File: config.mk
export PLATFORM = sky130hd
export DESIGN_NAME = bmvf_bitmap_mem
export DESIGN_NICKNAME = d
export VERILOG_FILES = /design/src/rtl/bmvf_pkg.sv /design/src/rtl/bmvf_bitmap_mem.sv
export SDC_FILE = /design/constraint.sdc
export NUM_CORES = 2
export LEC_CHECK = 0
export BUFFER_PORTS_ARGS = -buffer_cell sky130_fd_sc_hd__buf_2
export CAP_MARGIN = 15
export CORE_UTILIZATION = 50
export CTS_CLUSTER_SIZE = 10
export DETAILED_ROUTE_END_ITERATION = 12
export PLACE_DENSITY_LB_ADDON = 0.1
export SLEW_MARGIN = 20
export SYNTH_ARGS = -nofsm -noshare
export SYNTH_HDL_FRONTEND = slang
export SYNTH_SLANG_ARGS = --single-unit
File: constraint.sdc
create_clock -name clk -period 2.9 [get_ports clk]
set_input_delay 0.435 -clock clk [delete_from_list [all_inputs] [get_ports clk]]
set_output_delay 0.435 -clock clk [all_outputs]
set_load 0.1 [all_outputs]
File: src/rtl/bmvf_pkg.sv
// Shared types and constants for the presence-bitmap missing-value finder.
`timescale 1ns / 1ps

package bmvf_pkg;

    localparam int VALUE_COUNT_DEF = 4096;
    localparam int VALUE_W         = 12;
    localparam int WORD_INDEX_W    = 9;
    localparam int BITS_PER_WORD   = 8;
    localparam int BIT_SEL_W       = 3;
    localparam int WORD_SPAN       = 1 << WORD_INDEX_W;

    localparam int S_TDATA_W = 24;
    localparam int M_TDATA_W = 24;

    typedef enum logic [0:0] {
        CMD_INSERT = 1'b0,
        CMD_SCAN   = 1'b1
    } cmd_t;

    typedef enum logic [1:0] {
        KIND_INSERT  = 2'd0,
        KIND_MISSING = 2'd1,
        KIND_NONE    = 2'd2,
        KIND_REJECT  = 2'd3
    } kind_t;

    typedef enum logic [1:0] {
        ST_CLEAR,
        ST_IDLE,
        ST_LOOKUP,
        ST_EMIT
    } state_t;

endpackage

File: src/rtl/bmvf_bitmap_mem.sv
// Single-port-write, registered-read memory holding the presence bitmap.
`timescale 1ns / 1ps

module bmvf_bitmap_mem #(
    parameter int DEPTH  = 512,
    parameter int ADDR_W = 9
) (
    input  logic              clk,
    input  logic              we,
    input  logic [ADDR_W-1:0] waddr,
    input  logic [7:0]        wdata,
    input  logic              re,
    input  logic [ADDR_W-1:0] raddr,
    output logic [7:0]        rdata
);
    import bmvf_pkg::*;

    logic [BITS_PER_WORD-1:0] mem [DEPTH];

    always_ff @(posedge clk)
    begin
        if (we)
        begin
            mem[waddr] <= wdata;
        end
    end

    always_ff @(posedge clk)
    begin
        if (re)
        begin
            rdata <= mem[raddr];
        end
    end

endmodule
==> results by group <==
Status
  • Outcome: finished with violations
  • Violated checks: negative setup slack

GRT
  • Grt met1 use: 0.403
  • GRT Max-Usage Layer: met2
  • Met2 GRT Util: 0.435
  • GR Util met3: 0.0391
  • All-Layer GR Usage: 0.274
  • Largest net degree at the start of global routing: 125
  • Vias in the first global route: 86180
  • First-pass GRT wire length: 634000 um
  • Initial antenna violation count: 32
  • Gr ovfl total: 0

Routing
  • Routed via count: 86267
  • ANT nets after route: 0
  • Via/cell ratio: 6.28
  • Starting DRT DRC Count: 10984
  • Drt drc: 0
  • WL per Instance: 32.4 um
  • Pre-Repair DR Iteration Count: 7
  • Detailed Route WL: 445000 um

Placement
  • DP Area: 0.176 sq mm
  • Hpwl dp: 291000 um
  • Gp weighted congestion: 0.922
  • Port-buffer cells: 36

STA
  • Actual slew at the worst max-slew pin: 1.07 ns
  • Final Setup Violations: 1
  • Hold Fails Final Rpt: 0
  • Hold slack: 0.0364 ns
  • RSZ-0062 raised after global routing: no
  • Final Max Slew Viols: 0
  • Worst Slack Setup Final: -0.0856 ns
  • Max Freq: 335 MHz
  • Relative slew slack: 0.280
  • Skew final: 0.0739 ns
  • Period utilisation layout: 1.03
  • Tmin final: 2.99 ns

Pwr
  • Internal power: 96100 uW
  • Logic pwr share: 0.058
  • Leak: 0.0626 uW
  • Clk network pwr share: 0.407
  • PwrDens: 650 mW/mm^2
  • Tot Pwr: 122000 uW
  • Peak VDD IR: 0.619 mV
  • Reg power frac: 0.535
  • Switching Share: 0.214
  • Switching pwr: 26200 uW

Min path
  • Hold path depth: 1
  • Hold wc startpoint: wdata[0]
  • Worst Hold End: mem[475][0]
  • Hold crit path type: in -> reg

Worst setup path
  • Endpoint class of the critical path: flop
  • Reg2reg end: rdata[1]
  • Arrival @ worst endpoint: 3.83 ns
  • Reg-to-Reg Start: mem[481][1]
  • CP cell instances: clkbuf_8 -> or2_4 -> buf_4 -> buf_12 -> o221ai_1 -> o21ai_0 -> buf_4 -> nor3_1 -> buf_4 -> nand4_1 -> nand2_1 -> o2111a_1
  • Worst endpoint required time: 3.74 ns
  • CP delay by family, top: simple AND/OR/NAND/NOR gates
  • WS Path Type: in -> reg
  • R2r setup slk: 0.02 ns
  • Critical path's most frequent cell: buf_4
  • Crit path max fanout: 28
  • Slowest CP cell: nand4_1
  • CP peak stage delay: 0.50 ns
  • CP bufs+invs: 5
  • Startpoint type of the worst setup path: input pin
  • Worst R2R Path Depth: 9

Yosys
  • Post-Synthesis Cells: 8030
  • FF+latch count, synth: 4104
  • Synth Flop Type: edfxtp_1
  • Distinct cell type count after synthesis: 50
  • Register area share after synthesis: 0.770
  • Number of synthesized flops with an enable pin: 4104
  • Syn Area/Cell: 19.9 sq um
  • Syn Nets: 8059
  • Area of the mapped netlist: 0.160 sq mm
  • Ys Warns: 0
  • Async SR Flop Fraction: 0

Finish
  • Area grow syn2layout: 17.7%
  • Final Instance Area: 0.188 sq mm
  • Commonest non-fill, non-tap cell in the layout: edfxtp_1
  • Share of layout cells above drive strength 1: 0.280
  • Commonest cells after routing, fill and taps aside: edfxtp_1 (4104), buf_4 (1260), mux2i_1 (797), mux4_2 (654), nor2_1 (595)
  • NumNets Final: 9494

Clock tree
  • CTS Sinks: 4104
  • Skew-Pair Late Insertion Delay: 0.98 ns
  • # Post-CTS Setup Buffers: 0
  • CTS root buf: clkbuf_16
  • Clock transition at path regs: 0.05 ns
  • CTS tree: yes
  • CTS H-tree depth: 5
  • Num CTS Buffers: 455
  • Maximum clock insertion buffer count: 4

Floorplan
  • # rows: 207
  • Chip Height: 568 um
  • Core area: 0.318 sq mm
  • Die area: 0.322 sq mm
  • Starting density of the core: 0.503
  • Ports: 37
  • Die Width: 568 um

Run
  • Max Cap Viol: 0
## sequential cells by signal, indices dropped and copies added, names as in the netlist
signal and flops:
mem 4096, rdata 8
## layer usage
layer	routed length, um	vias to the layer above	share of wire
li1	-	36133	-
met1	187000	45765	0.42
met2	211000	3739	0.47
met3	35000	626	0.079
met4	12200	4	0.027
met5	26	-	0.000058
## cells in the mapped netlist (13+ instances only)
| cell | number | area (sq um) |
|---|---|---|
| a21oi_1 | 194 | 971 |
| a22oi_1 | 61 | 458 |
| and2_1 | 20 | 125 |
| nor4_1 | 36 | 225 |
| o31ai_1 | 13 | 97.6 |
| nand2_1 | 111 | 417 |
| mux2i_1 | 797 | 7980 |
| buf_1 | 41 | 154 |
| o21ai_0 | 118 | 591 |
| buf_4 | 70 | 526 |
| buf_2 | 57 | 285 |
| o22ai_1 | 163 | 1020 |
| nor2_1 | 597 | 2240 |
| mux4_2 | 654 | 14700 |
| buf_6 | 64 | 721 |
| clkbuf_1 | 265 | 995 |
| a211oi_1 | 17 | 128 |
| edfxtp_1 | 4104 | 123000 |
| nor3_1 | 109 | 546 |
| o221ai_1 | 371 | 3250 |
| nand4_1 | 32 | 200 |
| nand3_1 | 36 | 180 |
## metrics by stage
stage	util	setup TNS, ns	std cells	setup WS (ns)
after global placement	0.553	-19.31	13180	-1.28
after floorplan	-	0	8030	0.354
after detailed placement	0.553	-24.33	13180	-1.26
final	0.592	-0.0856	13736	-0.0856
after CTS	0.592	0	13724	0.0673
after global routing	0.592	0	13726	0.0207
## how the worst max path moves through the flow
stage / startpoint / slack [ns] / to / cells past startpoint
5_1_grt: raddr[0] / 0.02 / rdata[4] / 13
3_5_place_dp: raddr[2] / -1.26 / rdata[6] / 13
6_report: raddr[2] / -0.09 / rdata[1] / 12
2_1_floorplan: raddr[0] / 0.35 / rdata[0] / 10
4_1_cts: raddr[0] / 0.07 / rdata[4] / 13
3_3_place_gp: raddr[2] / -1.28 / rdata[6] / 13
## cell families (layout without fill, tap and decap cells)
group,count (synthesis),after routing,share of synthesized area
simple gates,980,980,0.0263
compound gates,979,979,0.0431
buf+inv,516,2030,0.0185
mux,1451,1451,0.142
flops,4104,4104,0.770
other cells,0,12,0
## power groups by stage
stage          registers [uW]  logic [uW]  clock network (uW)
6_report                65400        7060               49800
4_1_cts                 65400        7070               50600
2_1_floorplan           66700        3110                   0
3_5_place_dp            66600        7040                   0
3_3_place_gp            66600        6960                   0
5_1_grt                 65400        7360               52700
## what timing repair did
item / 4_1_cts / 5_1_grt
setup endpoints to repair: 2 / 3
gates resized for setup: 3 / 3
pin swaps: 0 / 1
hold buffers: 8 / 0
hold endpoints to repair: 162 / 0
## cell type report
cell class,instances,area [sq um]
Multi-Input combinational cell,3410,34000
Antenna cell,12,30.0
Timing Repair Buffer,1491,13600
Sequential cell,4104,123000
Inverter,3,18.8
Fill cell,23202,130000
Clock inverter,37,552
Clock buffer,499,11600
Tap cell,4180,5230
## worst reg2reg max path: stages (launching register included)
cell,delay (ns)
edfxtp_1,0.32
mux2i_1,0.09
o221ai_1,0.41
o21ai_0,0.20
buf_4,0.17
nor3_1,0.19
buf_4,0.16
nand4_1,0.50
nand2_1,0.47
o2111a_1,0.24
Note: power is estimated with default switching activity, not from simulation.
